### src/hdl/symbol_intern_table_unit_macros.svh
// Assertion macros for the sit_cell RTL of the symbol intern table
`ifndef SYMBOL_INTERN_TABLE_UNIT_MACROS_SVH
`define SYMBOL_INTERN_TABLE_UNIT_MACROS_SVH

`ifndef NO_ASSERTIONS

// Same-cycle implication, clocked on clk_i, off while rst_ni is low
`define SIT_ASSERT_IMP(lbl, ante, cons, msg) \
  lbl: assert property (@(posedge clk_i) disable iff (!rst_ni) (ante) |-> (cons)) \
    else $error(msg);

// Next-cycle implication, clocked on clk_i, off while rst_ni is low
`define SIT_ASSERT_NXT(lbl, ante, cons, msg) \
  lbl: assert property (@(posedge clk_i) disable iff (!rst_ni) (ante) |=> (cons)) \
    else $error(msg);

`else

`define SIT_ASSERT_IMP(lbl, ante, cons, msg)
`define SIT_ASSERT_NXT(lbl, ante, cons, msg)

`endif

`endif

### src/hdl/sit_pkg.sv
// Package with sizes, codes and the chain word type of the symbol intern table
`timescale 1ns / 1ps

package sit_pkg;

  localparam int TABLE_DEPTH = 64;
  localparam int SYMBOL_LEN  = 64;
  localparam int KEY_MAX     = SYMBOL_LEN - 1;
  localparam int POS_W       = $clog2(SYMBOL_LEN);
  localparam int IDX_W       = $clog2(TABLE_DEPTH);

  typedef logic [POS_W-1:0] pos_t;
  typedef logic [IDX_W-1:0] idx_t;

  typedef enum logic [1:0] {
    ST_OK       = 2'd0,
    ST_FULL     = 2'd1,
    ST_TOO_LONG = 2'd2
  } status_e;

  // One byte of a symbol as it travels down the cell chain
  typedef struct packed {
    logic       vld;
    logic [7:0] chr;
    logic       last;
    pos_t       pos;
    logic       ovf;
    logic       found;
    idx_t       idx;
    logic       is_new;
  } item_t;

endpackage

### src/hdl/sit_cell.sv
// One table entry: stored bytes, length and the running compare against a passing symbol
`timescale 1ns / 1ps
`include "symbol_intern_table_unit_macros.svh"

module sit_cell (
  input  logic          clk_i,
  input  logic          rst_ni,
  input  logic          advance_i,
  input  sit_pkg::idx_t cell_idx_i,
  input  sit_pkg::item_t item_i,
  output sit_pkg::item_t item_o
);

  logic [7:0]     mem_q [sit_pkg::SYMBOL_LEN];
  logic [7:0]     rd_q;
  sit_pkg::item_t a_q, b_q, b_d;
  logic           valid_q;
  sit_pkg::pos_t  len_q;
  logic           eq_q;

  logic           stored;
  logic           eq_now;
  logic           hit;
  logic           claim;
  sit_pkg::pos_t  pos_inc;

  // Compare the byte in stage A against the stored byte read for its position
  always_comb begin
    stored  = a_q.vld && !a_q.ovf;
    eq_now  = ((a_q.pos == '0) ? 1'b1 : eq_q) && (rd_q == a_q.chr);
    pos_inc = a_q.pos + sit_pkg::pos_t'(1);
    hit     = valid_q && stored && a_q.last && !a_q.found && eq_now && (len_q == pos_inc);
    claim   = !valid_q && stored && a_q.last && !a_q.found;
  end

  // Resolve the word handed to the next cell
  always_comb begin
    b_d = a_q;
    if (hit || claim) begin
      b_d.found  = 1'b1;
      b_d.idx    = cell_idx_i;
      b_d.is_new = claim;
    end
  end

  // Write bytes while the entry is free; read the stored byte for the incoming position
  always_ff @(posedge clk_i) begin
    if (advance_i) begin
      rd_q <= mem_q[item_i.pos];
      if (item_i.vld && !item_i.ovf && !valid_q && !claim) begin
        mem_q[item_i.pos] <= item_i.chr;
      end
    end
  end

  // Track the running match and take the entry on a claim
  always_ff @(posedge clk_i) begin
    if (advance_i) begin
      if (stored) begin
        eq_q <= eq_now;
      end
      if (claim) begin
        len_q <= pos_inc;
      end
    end
  end

  // Advance the two stages and hold the entry's valid flag
  always_ff @(posedge clk_i or negedge rst_ni) begin
    if (!rst_ni) begin
      a_q     <= '0;
      b_q     <= '0;
      valid_q <= 1'b0;
    end else if (advance_i) begin
      a_q <= item_i;
      b_q <= b_d;
      if (claim) begin
        valid_q <= 1'b1;
      end
    end
  end

  assign item_o = b_q;

  `SIT_ASSERT_NXT(a_valid_sticky, valid_q, valid_q, "entry lost its valid flag")
  `SIT_ASSERT_NXT(a_found_kept, advance_i && a_q.vld && a_q.found, b_q.found, "match dropped")
  `SIT_ASSERT_NXT(a_claim_new, advance_i && claim, valid_q && b_q.is_new && b_q.found, "claim lost")
  `SIT_ASSERT_IMP(a_claim_hit, claim, !hit, "claim and match at once")

endmodule

### config.mk
export PLATFORM = sky130hd
export DESIGN_NAME = sit_cell
export DESIGN_NICKNAME = d
export VERILOG_FILES = /design/src/hdl/sit_pkg.sv /design/src/hdl/sit_cell.sv
export VERILOG_INCLUDE_DIRS = /design/src /design/src/hdl
export SDC_FILE = /design/constraint.sdc
export NUM_CORES = 1
export LEC_CHECK = 0
export BUFFER_PORTS_ARGS = -buffer_cell sky130_fd_sc_hd__buf_2
export CELL_PAD_IN_SITES_DETAIL_PLACEMENT = 0
export CELL_PAD_IN_SITES_GLOBAL_PLACEMENT = 1
export CORE_MARGIN = 1
export CORE_UTILIZATION = 35
export DETAILED_ROUTE_END_ITERATION = 10
export PLACE_DENSITY = 0.6
export SLEW_MARGIN = 10
export SYNTH_ARGS = -nofsm -noshare
export SYNTH_HDL_FRONTEND = slang
export SYNTH_SLANG_ARGS = --single-unit
### constraint.sdc
create_clock -name clk_i -period 2.65 [get_ports clk_i]
set_clock_uncertainty 0.2 [all_clocks]
set_input_delay 0.795 -clock clk_i [delete_from_list [all_inputs] [get_ports clk_i]]
set_output_delay 0.795 -clock clk_i [all_outputs]
set_load 0.01 [all_outputs]
==> results of run 1 <==
[logic make-up (layout without fill, tap and decap cells)]
| logic type | Yosys count | after routing |
|---|---|---|
| compound gates | 224 | 224 |
| xor+xnor | 19 | 19 |
| fa+ha+maj | 2 | 2 |
| buf+inv | 95 | 446 |
| flops | 578 | 578 |
| mux | 177 | 177 |
| simple gates | 208 | 208 |
[area by class of cell]
type | count | area, um2
Fill cell | 5741 | 35610
Sequential cell | 578 | 17100
Multi-Input combinational cell | 630 | 5690
Timing Repair Buffer | 326 | 3297
Clock buffer | 70 | 1539
Tap cell | 855 | 1070
Clock inverter | 40 | 356.6
Inverter | 10 | 37.54
[worst min-delay path: cells and delay by family]
kind / cells / cell delay (ns)
simple gates: 1 / 0.04
compound gates: 1 / 0.06
buf+inv: 1 / 0.07
[routing by layer]
metal	wire, um	part of all wire	GRT usage
met4	1457	0.022	0.05572
met5	0	0	0
met3	3865	0.059	0.03228
met2	31340	0.48	0.3241
met1	29290	0.44	0.2792
[placed cells by master, fill, tap and decap left out, types with 44 or more instances in the layout]
cell,count
sky130_fd_sc_hd__clkbuf_16,60
sky130_fd_sc_hd__edfxtp_1,527
sky130_fd_sc_hd__nand2_1,44
sky130_fd_sc_hd__buf_2,55
sky130_fd_sc_hd__mux2_2,63
sky130_fd_sc_hd__buf_12,73
sky130_fd_sc_hd__buf_4,178
sky130_fd_sc_hd__a221oi_1,62
sky130_fd_sc_hd__dfrtp_1,51
sky130_fd_sc_hd__mux4_2,49
[registers in the layout, indices dropped and copies added (netlist names)]
| signal | cells |
|---|---|
| eq_q | 1 |
| a_q | 25 |
| item_o | 25 |
| len_q | 6 |
| mem_q | 512 |
| rd_q | 8 |
| valid_q | 1 |
[final timing paths]
check | end | start | slack (ns)
worst max-delay path | rd_q[4] | item_i[10] | 0.03
worst min-delay path | a_q[7] | item_i[7] | 0.19
worst max register to register | mem_q[1][7] | a_q[15] | 0.08
worst min register to register | item_o[22] | item_o[22] | 0.30
max in group asynchronous | item_o[12] | rst_ni | 1.21
min in group asynchronous | item_o[21] | rst_ni | 0.49
[what timing repair did]
action	in CTS	in global routing
hold buffers	1	0
gates resized for setup	1	34
pin swaps	0	0
setup endpoints to repair	1	212
hold endpoints to repair	22	0
[power groups by stage]
stage	sequential (mW)	combinational [mW]	clock (mW)
CTS	10.2	1.53	8.40
global placement	10.3	1.51	0
global route	10.2	1.63	8.72
finish	10.2	1.52	8.24
detailed placement	10.3	1.52	0
floorplan	10.3	0.678	0
==> results.rst, run 1 <==
.. list-table::
   :header-rows: 1

   * - Metric
     - Value
   * - Combined area of all synthesized cells
     - 0.02299 mm2
   * - Share of post-route cells with drive strength above 1
     - 0.3555
   * - Reg2reg path depth
     - 9
   * - Number of warning messages in the yosys log
     - 0
   * - Most numerous cell in the Yosys netlist
     - sky130_fd_sc_hd__edfxtp_1
   * - Worst min-delay path category
     - in2reg
   * - Post-Route Hold Slack
     - 0.1883 ns
   * - DRT iter0 DRCs
     - 1087
   * - Async set-or-reset flop fraction in the synthesized netlist
     - 0.08824
   * - Post-Syn Instances
     - 1303
   * - Number of failing hold endpoints at the final stage
     - 0
   * - Overall Global Routing Usage
     - 0.2001
   * - Largest net degree at the start of global routing
     - 66
   * - Number of different library cells in the post-synthesis netlist
     - 63
   * - Hold Path Cell Cnt
     - 3
   * - Cell class contributing the biggest share of worst-path delay
     - multiplexers
   * - Share of the clock period used by the worst path
     - 0.9890
   * - Post-CTS setup buffer count
     - 0
   * - Critical Path Fanout Max
     - 16
   * - Crit path required time
     - 2.81 ns
   * - Sequential element share of the synthesized area
     - 0.7439
   * - Detailed Place HPWL
     - 44.09 mm
   * - Max H-tree Level
     - 2
   * - Number of clock sinks
     - 578
   * - TritonCTS clock tree
     - done
   * - Initial DRT Pass Iterations
     - 5
   * - Number of DRC violations after detailed routing
     - 0
   * - Vias
     - 13550
   * - Worst endpoint data arrival time
     - 2.78 ns
   * - Vias per cell
     - 5.402
   * - Pwr Total
     - 19.92 mW
   * - Starting density of the core
     - 0.3553
   * - Post-synthesis mux area share
     - 0.1092
   * - Area share of the leading cell type in the synthesized netlist
     - 0.6884
   * - Critical-path cell list
     - buf_6, buf_12, mux4_2, mux2i_1, o22ai_1, a211oi_1, nand4_1
   * - Number of cells on the critical path
     - 7
   * - Worst path max stage delay
     - 0.50 ns
   * - Final worst setup slack
     - 0.02913 ns
   * - Final Critical Period
     - 2.621 ns
   * - Final Cell Area
     - 0.02909 mm2
   * - Die outline width
     - 258.3 um
   * - Clock-pin slew on the worst setup and hold paths
     - 0.06 ns
   * - Die height
     - 258.3 um
   * - Headroom to the max-slew limit
     - 0.2452
   * - Signed area change from the synthesized netlist to the final layout
     - 26.54%
   * - Final #Nets
     - 1641
   * - Placer Congestion
     - 0.8780
   * - Critical path class
     - in2reg
   * - Cell area after placement
     - 0.02705 mm2
   * - Root buffer cell
     - sky130_fd_sc_hd__clkbuf_16
   * - Share of total power in sequential cells
     - 0.510
   * - Core ar.
     - 0.06470 mm2
   * - Avg WL per Cell
     - 26.29 um
   * - Total routed wirelength
     - 65.95 mm
   * - Number of cells in the finished layout apart from fillers
     - 2509
   * - Tightest Pin Transition
     - 1.132 ns
   * - Largest family of logic cells by synthesized area
     - multiplexers
   * - Combined buffer and inverter count along the critical path
     - 2
   * - Total grt overflow
     - 0
   * - Floorplan die area
     - 0.06671 mm2
   * - Worst VDD drop
     - 522.1 uV
   * - XOR/XNOR Fraction of Synth Area
     - 0.007238
   * - Worst-path cell with the longest stage delay
     - sky130_fd_sc_hd__mux4_2
   * - Library cell occupying the most area in the post-synthesis netlist
     - sky130_fd_sc_hd__edfxtp_1
   * - Main synth FF type
     - sky130_fd_sc_hd__edfxtp_1
   * - Detail Route Antenna Nets
     - 0
   * - Setup Total Neg Slack
     - 0 ns
   * - Commonest cells post-synth
     - 527 x sky130_fd_sc_hd__edfxtp_1, 84 x sky130_fd_sc_hd__nor2_1, 63 x sky130_fd_sc_hd__mux2_2, 62 x sky130_fd_sc_hd__a221oi_1, 51 x sky130_fd_sc_hd__dfrtp_1
   * - Startpoint kind of the worst setup timing path
     - primary input
   * - Relative contribution of combinational cells to total power
     - 0.077
   * - Number of buffers inserted during clock tree synthesis
     - 59
   * - Internal Pwr Total
     - 15.44 mW
   * - Num ports
     - 59
   * - Net switching share of the total power
     - 0.2249
   * - Critical Path Sink Type
     - flop
   * - Maximum buffer depth of the clock tree
     - 3
   * - Max-slew violation count
     - 0
   * - Pwr/cell area
     - 684.7 mW/mm2
   * - Synth Register Bits
     - 578
   * - Pre-CTS setup slack
     - -0.7068 ns
   * - Endpoints failing setup
     - 0
   * - Inserted Diodes
     - 0
   * - Post-synthesis area per instance
     - 17.64 um2
   * - Area share of fa/ha/maj cells after synthesis
     - 0.001088
   * - Compound-cell area share of the yosys netlist
     - 0.07467
   * - Status
     - finished, final reports clean
   * - Global-route wire length before repair
     - 97.52 mm
   * - Simple-gate share of the synthesized area
     - 0.04588
   * - Setup repair after global routing missed its margin
     - yes
   * - Number of standard-cell rows in the floorplan
     - 93
   * - Placed insts
     - 2398
   * - Static leakage
     - 9.854 nW
   * - Max-Cap Viols
     - 0
   * - Cell types occupying the most area after synthesis
     - sky130_fd_sc_hd__edfxtp_1 69%, sky130_fd_sc_hd__dfrtp_1 5.6%, sky130_fd_sc_hd__mux4_2 4.8%
   * - Switching power total
     - 4.480 mW
   * - Part of the total power dissipated in the clock network
     - 0.414
   * - Syn_nets
     - 1339
   * - Via count of the first global-routing pass
     - 13960
   * - Antenna violations before repair
     - 1
   * - Number of synthesized flops with an enable pin
     - 527
   * - Max Freq
     - 0.3816 GHz
   * - Insertion delay of the later-clocked pin in the worst-skew pair
     - 0.63 ns
   * - Share of the core filled with cells in the final layout
     - 0.4497
   * - Buffers on Ports
     - 58
Note: power is estimated with default switching activity, not from simulation.
==> run 2: changes to the inputs <==
ABC_AREA = 1   (was unset)
PLACE_DENSITY = 0.62   (was 0.6)
==> run 2 against run 1 <==
  * Hold slack better by 0.0034 ns
  * Final cell count is 15% higher
  * Worst setup slack improved by 0.039 ns
  * Largest power group unchanged
  * Critical path type unchanged
  * Synthesized cell count increased by 31%
  * Via count increased by 6.1%
  * Final area down 6.5%
  * First-iteration DRC count up 23%
  * Sequential power about the same
  * Count of clock-buffer cells in the layout rose by 3
  * Highest routed layer is now met5
  * Power is 3.5% lower
  * Critical endpoint is now rd_q[7]
  * Routed wire length is 4.9% lower
  * Flip-flop and latch count did not move
==> results.rst, run 2 <==
.. list-table::
   :header-rows: 1

   * - Metric
     - Value
   * - Placed insts
     - 2781
   * - Cell types occupying the most area after synthesis
     - sky130_fd_sc_hd__edfxtp_1 71%, sky130_fd_sc_hd__nand2_1 9.8%, sky130_fd_sc_hd__dfrtp_1 5.7%
   * - Vias
     - 14380
   * - Startpoint of the worst-slack reg-to-reg timing path
     - a_q[9]
   * - DRT iter0 DRCs
     - 1339
   * - Largest family of logic cells by synthesized area
     - simple AND/OR/NAND/NOR gates
   * - Biggest register
     - mem_q
   * - XOR/XNOR Fraction of Synth Area
     - 0.001576
   * - Max H-tree Level
     - 2
   * - Reg2reg path depth
     - 13
   * - Vias per cell
     - 4.980
   * - Pwr Total
     - 19.22 mW
   * - Number of different library cells in the post-synthesis netlist
     - 35
   * - Global-route wire length before repair
     - 93.01 mm
   * - Area share of fa/ha/maj cells after synthesis
     - 0.001126
   * - Worst R2R Setup Slack
     - 0.33 ns
   * - Cell class contributing the biggest share of worst-path delay
     - buffers and inverters
   * - Critical R2R Capture
     - item_o[4]
   * - Hold Path Sink
     - a_q[15]
   * - Worst min-delay path category
     - in2reg
   * - Total routed wirelength
     - 62.69 mm
   * - Number of synthesized flops with an enable pin
     - 527
   * - Simple-gate share of the synthesized area
     - 0.1557
   * - Avg WL per Cell
     - 21.71 um
   * - Signed area change from the synthesized netlist to the final layout
     - 22.34%
   * - Detailed Place HPWL
     - 40.16 mm
   * - Final Critical Period
     - 2.582 ns
   * - Most numerous cell in the Yosys netlist
     - sky130_fd_sc_hd__nand2_1
   * - Die height
     - 254.0 um
   * - Endpoints failing setup
     - 0
   * - Worst VDD drop
     - 467.1 uV
   * - Compound-cell area share of the yosys netlist
     - 0.04345
   * - Worst path max stage delay
     - 0.47 ns
   * - Worst endpoint data arrival time
     - 2.75 ns
   * - Via count of the first global-routing pass
     - 14470
   * - Number of buffers inserted during clock tree synthesis
     - 59
   * - Post-synthesis mux area share
     - 0
   * - Headroom to the max-slew limit
     - 0.5299
   * - Combined area of all synthesized cells
     - 0.02223 mm2
   * - Share of the clock period used by the worst path
     - 0.9742
   * - Combined buffer and inverter count along the critical path
     - 5
   * - Sequential element share of the synthesized area
     - 0.7693
   * - Static leakage
     - 9.976 nW
   * - Initial DRT Pass Iterations
     - 6
   * - Detail Route Antenna Nets
     - 0
   * - Overall Global Routing Usage
     - 0.1966
   * - Fill cell count
     - 5778
   * - Main synth FF type
     - sky130_fd_sc_hd__edfxtp_1
   * - Number of clock sinks
     - 578
   * - Most used cells in the layout excluding fill and tap cells
     - 579 x sky130_fd_sc_hd__nand2_1, 527 x sky130_fd_sc_hd__edfxtp_1, 190 x sky130_fd_sc_hd__buf_4
   * - Max-Cap Viols
     - 0
   * - Root buffer cell
     - sky130_fd_sc_hd__clkbuf_16
   * - Insertion delay of the later-clocked pin in the worst-skew pair
     - 0.61 ns
   * - Maximum buffer depth of the clock tree
     - 3
   * - Critical path class
     - in2reg
   * - Num ports
     - 59
   * - Area occupied by registers
     - 0.01710 mm2
   * - Number of cells in the finished layout apart from fillers
     - 2888
   * - Synth Register Bits
     - 578
   * - Max-slew violation count
     - 0
   * - Hold Path Cell Cnt
     - 3
   * - Crit path required time
     - 2.82 ns
   * - Number of standard-cell rows in the floorplan
     - 92
   * - Die outline width
     - 254.0 um
   * - Commonest cells post-synth
     - 579 x sky130_fd_sc_hd__nand2_1, 527 x sky130_fd_sc_hd__edfxtp_1, 90 x sky130_fd_sc_hd__nor2_1, 83 x sky130_fd_sc_hd__nand4_1, 83 x sky130_fd_sc_hd__o21ai_0
   * - Tightest Pin Transition
     - 0.7052 ns
   * - Post-synthesis area per instance
     - 12.98 um2
   * - Pwr/cell area
     - 706.7 mW/mm2
   * - Buffers on Ports
     - 58
   * - Critical-path cell list
     - buf_2, inv_2, nand3_1, inv_2, buf_4, nand2_1, nand4_1, o21ai_0, buf_4, and3_1, nand2_1
   * - Share of post-route cells with drive strength above 1
     - 0.1836
   * - Max Freq
     - 0.3874 GHz
   * - Max reg flops
     - 512
   * - Async set-or-reset flop fraction in the synthesized netlist
     - 0.08824
   * - Status
     - finished, final reports clean
   * - Core ar.
     - 0.06297 mm2
   * - Setup repair after global routing missed its margin
     - no
   * - Placer Congestion
     - 0.8614
   * - Most common cell after layout, fill and taps aside
     - sky130_fd_sc_hd__nand2_1
   * - Library cell occupying the most area in the post-synthesis netlist
     - sky130_fd_sc_hd__edfxtp_1
   * - Worst-path cell with the longest stage delay
     - sky130_fd_sc_hd__o21ai_0
   * - Floorplan die area
     - 0.06453 mm2
   * - Critical Path Fanout Max
     - 21
   * - Inserted Diodes
     - 0
   * - Area share of the leading cell type in the synthesized netlist
     - 0.7119
   * - Startpoint kind of the worst setup timing path
     - primary input
   * - Number of failing hold endpoints at the final stage
     - 0
   * - Syn_nets
     - 1749
   * - Number of warning messages in the yosys log
     - 0
   * - Critical Path Sink Type
     - flop
   * - Largest net degree at the start of global routing
     - 67
   * - Total grt overflow
     - 0
   * - Area of combinational cells with multiple inputs
     - 0.004492 mm2
   * - Antenna violations before repair
     - 1
   * - Launch point of the worst hold path
     - item_i[15]
   * - TritonCTS clock tree
     - done
   * - Post-Syn Instances
     - 1713
   * - Starting density of the core
     - 0.3531
   * - Clock-pin slew on the worst setup and hold paths
     - 0.06 ns
   * - Final #Nets
     - 2033
   * - Number of DRC violations after detailed routing
     - 0
==> run 2: changes by cell type after synthesis, sizes merged, moves of 28 or more <==
| cell | previous run | this run |
|---|---|---|
| nand2 | 46 | 580 |
| mux2 | 100 | 0 |
| nand4 | 7 | 83 |
| o21ai | 15 | 85 |
| inv | 10 | 73 |
| a221oi | 62 | 0 |
| nand3 | 12 | 65 |
| mux4 | 49 | 0 |
| clkbuf | 39 | 10 |
| mux2i | 28 | 0 |
| o22ai | 30 | 2 |
==> run 2: area by class of cell <==
| type | count | share of cell area |
|---|---|---|
| clock buffers | 73 | 0.05778 |
| clock inverters | 33 | 0.009753 |
| inverters | 75 | 0.01035 |
| multi-input cells | 999 | 0.1652 |
| flip-flops and latches | 578 | 0.6288 |
| well taps | 846 | 0.03892 |
| repair buffers | 284 | 0.08925 |
==> run 2: what timing repair did <==
item | CTS | global route
hold endpoints to repair | 13 | 0
resized for setup | 2 | 4
endpoints found under the setup margin | 1 | 4
hold buffers | 1 | 0
buffers inserted | 0 | 0
==> run 2: stage by stage <==
| stage | util | hold slack (ns) | setup slack (ns) | setup TNS [ns] | cell area (um2) |
|---|---|---|---|---|---|
| 3_5_place_dp | 0.4026 | 0.2643 | -0.7982 | -25.27 | 25350 |
| 5_1_grt | 0.4319 | 0.1946 | 0.00001399 | 0 | 27200 |
| 4_1_cts | 0.4319 | 0.1530 | 0.02304 | 0 | 27190 |
| 2_1_floorplan | - | 0.2427 | 0.07741 | 0 | 22230 |
| 3_3_place_gp | 0.4026 | 0.2520 | -0.8113 | -22.60 | 25350 |
| 6_report | 0.4319 | 0.1917 | 0.06844 | 0 | 27200 |
==> run 2: tightest hold or removal path: cells and delay by family <==
kind	cells	cell delay, ns
and+or+nand+nor	1	0.04
AOI/OAI and AO/OA	1	0.06
buffers and inverters	1	0.07
==> run 2: worst max path at each step <==
| stage | from | endpoint | slack [ns] | cells after the start |
|---|---|---|---|---|
| after global routing | item_i[10] | rd_q[7] | 0.00001 | 11 |
| after global placement | item_i[10] | rd_q[7] | -0.81 | 13 |
| after detailed placement | item_i[10] | rd_q[7] | -0.80 | 13 |
| after floorplan | item_i[9] | mem_q[14][0] | 0.08 | 7 |
| final | item_i[10] | rd_q[7] | 0.07 | 11 |
| after CTS | item_i[9] | rd_q[3] | 0.02 | 11 |
==> run 2: cell families (layout without fill, tap and decap cells) <==
group | Yosys count | after routing
AO/OA/AOI/OAI | 161 | 161
XOR/XNOR | 4 | 4
adder cells (fa/ha/maj) | 2 | 2
buffers and inverters | 136 | 465
flip-flops | 578 | 578
AND/OR/NAND/NOR | 832 | 832
==> run 2: layer usage <==
metal	up-vias	global-route usage	part of all wire
met5	-	0	0.00021
met2	482	0.3164	0.46
met1	7125	0.2716	0.45
li1	6660	-	-
met3	114	0.03083	0.062
met4	2	0.06403	0.030
==> run 2: power breakdown <==
group	leakage (nW)	switching, mW	total (mW)	internal [mW]
Combinational	3.72	0.694	1.05	0.359
Clock	0.891	3.42	8.05	4.64
Sequential	5.37	0.0675	10.1	10.0
==> run 3: changes to the inputs <==
CORE_MARGIN = 2   (was 1)
PLACE_DENSITY = unset   (was 0.62)
PLACE_DENSITY_LB_ADDON = 0.1   (was unset)
==> run 3 against run 2 <==
  * Via count down 1.9%
  * Register-to-register slack improved by 0.13 ns
  * Sequential share of layout area shrank 0.33 points
  * Clock power rose by 9.6%
  * Hold slack better by 0.025 ns
  * Final cell count is 0.59% higher
  * Combinational power about the same
  * Global-route usage rose by 0.24 points
  * Largest power group unchanged
==> results.rst, run 3 (synthesis results as in run 2) <==
.. list-table::
   :header-rows: 1

   * - Metric
     - Value
   * - Status
     - finished, final reports clean
   * - Root buffer cell
     - sky130_fd_sc_hd__clkbuf_16
   * - Post-CTS setup buffer count
     - 0
   * - Endpoints failing setup
     - 0
   * - Max-Cap Viols
     - 0
   * - Headroom to the max-slew limit
     - 0.5034
   * - Placed insts
     - 2787
   * - Max H-tree Level
     - 3
   * - Clock-pin slew on the worst setup and hold paths
     - 0.06 ns
   * - Number of buffers inserted during clock tree synthesis
     - 66
   * - Final Cell Area
     - 0.02734 mm2
   * - Die height
     - 256.0 um
   * - Hold Path Cell Cnt
     - 3
   * - Critical path class
     - in2reg
   * - Global-route wire length before repair
     - 95.30 mm
   * - Via count of the first global-routing pass
     - 14190
   * - Worst R2R Setup Slack
     - 0.46 ns
   * - Starting density of the core
     - 0.3531
   * - Inserted Diodes
     - 0
   * - Cell area after placement
     - 0.02525 mm2
   * - Final Critical Period
     - 2.529 ns
   * - Share of the clock period used by the worst path
     - 0.9543
   * - Pre-CTS setup slack
     - -0.5859 ns
   * - Reg2reg path depth
     - 13
   * - Startpoint of the worst-slack reg-to-reg timing path
     - a_q[10]
   * - Detail Route Antenna Nets
     - 0
   * - Max Freq
     - 0.3954 GHz
   * - Vias per cell
     - 4.859
   * - Max reg flops
     - 512
   * - Insertion delay of the later-clocked pin in the worst-skew pair
     - 0.59 ns
   * - Final #Nets
     - 2046
   * - Initial DRT Pass Iterations
     - 5
   * - Worst endpoint data arrival time
     - 2.67 ns
   * - Cell class contributing the biggest share of worst-path delay
     - buffers and inverters
   * - Crit path required time
     - 2.79 ns
   * - Hold Path Sink
     - a_q[15]
   * - Tightest Pin Transition
     - 0.7449 ns
   * - Setup repair after global routing missed its margin
     - no
   * - Worst path max stage delay
     - 0.26 ns
   * - Number of clock sinks
     - 578
   * - Signed area change from the synthesized netlist to the final layout
     - 22.99%
   * - Number of failing hold endpoints at the final stage
     - 0
   * - Buffers on Ports
     - 58
   * - Number of cells in the finished layout apart from fillers
     - 2905
   * - Final worst setup slack
     - 0.1212 ns
   * - Most used cells in the layout excluding fill and tap cells
     - 579 x sky130_fd_sc_hd__nand2_1, 527 x sky130_fd_sc_hd__edfxtp_1, 207 x sky130_fd_sc_hd__buf_4
   * - TritonCTS clock tree
     - done
   * - Share of post-route cells with drive strength above 1
     - 0.1909
   * - Critical-path cell list
     - buf_2, buf_4, nand3_1, inv_2, buf_4, a22oi_1, nand3_1, o21ai_1, buf_4, nand2_1, nor2_1, nand2_1
   * - Placer Congestion
     - 0.7901
   * - Cell seen most often among critical-path stages
     - sky130_fd_sc_hd__buf_4
   * - Total grt overflow
     - 0
   * - DRT iter0 DRCs
     - 912
   * - Maximum buffer depth of the clock tree
     - 3
   * - Number of DRC violations after detailed routing
     - 0
   * - Static leakage
     - 10.09 nW
   * - Avg WL per Cell
     - 22.34 um
   * - Pwr/cell area
     - 731.1 mW/mm2
   * - Number of standard-cell rows in the floorplan
     - 92
   * - Worst-path cell with the longest stage delay
     - sky130_fd_sc_hd__nor2_1
   * - Antenna violations before repair
     - 1
   * - Critical Path Fanout Max
     - 13
   * - Vias
     - 14110
   * - Critical Path Sink Type
     - flop
   * - Overall Global Routing Usage
     - 0.1990
   * - Max-slew violation count
     - 0
   * - Startpoint kind of the worst setup timing path
     - primary input
   * - Most common cell after layout, fill and taps aside
     - sky130_fd_sc_hd__nand2_1
   * - Detailed Place HPWL
     - 41.65 mm
   * - Num ports
     - 59
   * - Core ar.
     - 0.06297 mm2
   * - Biggest register
     - mem_q
   * - Combined buffer and inverter count along the critical path
     - 5
   * - Total routed wirelength
     - 64.90 mm
   * - Critical R2R Capture
     - item_o[5]
   * - Worst min-delay path category
     - in2reg
   * - Largest net degree at the start of global routing
     - 67
   * - Pwr Total
     - 19.99 mW
   * - Floorplan die area
     - 0.06555 mm2
   * - Die outline width
     - 256.0 um
   * - Launch point of the worst hold path
     - item_i[15]
   * - Worst VDD drop
     - 520.6 uV
-- run 3: routing by layer --
layer	vias up	GRT usage	routed length, um
met5	-	0	12
met4	2	0.05377	1292
met3	80	0.03397	2885
met2	316	0.3249	31000
met1	7027	0.2752	29700
li1	6689	-	-
-- run 3: worst max path at each step --
stage,from,to,cells after the start
after floorplan,item_i[9],mem_q[14][0],7
after global placement,item_i[11],rd_q[3],12
after detailed placement,item_i[11],rd_q[3],12
after CTS,item_i[11],rd_q[3],12
after global routing,item_i[11],rd_q[6],12
final,item_i[11],rd_q[3],12
-- run 3: worst register-to-register path: cells and delay by family, from the launching register on --
kind	cells	cell delay (ns)
flip-flops	1	0.38
adder cells (fa/ha/maj)	1	0.34
buffers and inverters	3	0.34
AND/OR/NAND/NOR	9	0.88
-- run 3: metrics by stage --
stage	hold slack, ns	util	setup TNS (ns)
after floorplan	0.2427	-	0
after global routing	0.2109	0.4342	0
after CTS	0.1858	0.4342	0
after detailed placement	0.2556	0.4011	-38.55
after global placement	0.2572	0.4011	-34.09
final	0.2163	0.4342	0
-- run 3: power breakdown --
group / leakage [nW] / total [mW] / internal, mW / switching, mW
logic: 3.72 / 1.05 / 0.353 / 0.697
registers: 5.37 / 10.1 / 10.0 / 0.0736
clock network: 1.01 / 8.82 / 5.25 / 3.57
-- run 3: repair_timing --
item | 4_1_cts | 5_1_grt
setup endpoints to repair | 0 | 2
gates resized for setup | 0 | 2
hold endpoints to repair | 51 | 0
hold buffers | 1 | 0
-- run 3: area by class of cell --
type / instances / area (um2)
tap: 846 / 1059
clock inverter: 30 / 237.7
sequential: 578 / 17100
fill: 5901 / 35620
timing repair buffer: 290 / 2335
clock buffer: 87 / 1837
multi-input combinational: 999 / 4491
inverter: 75 / 281.5
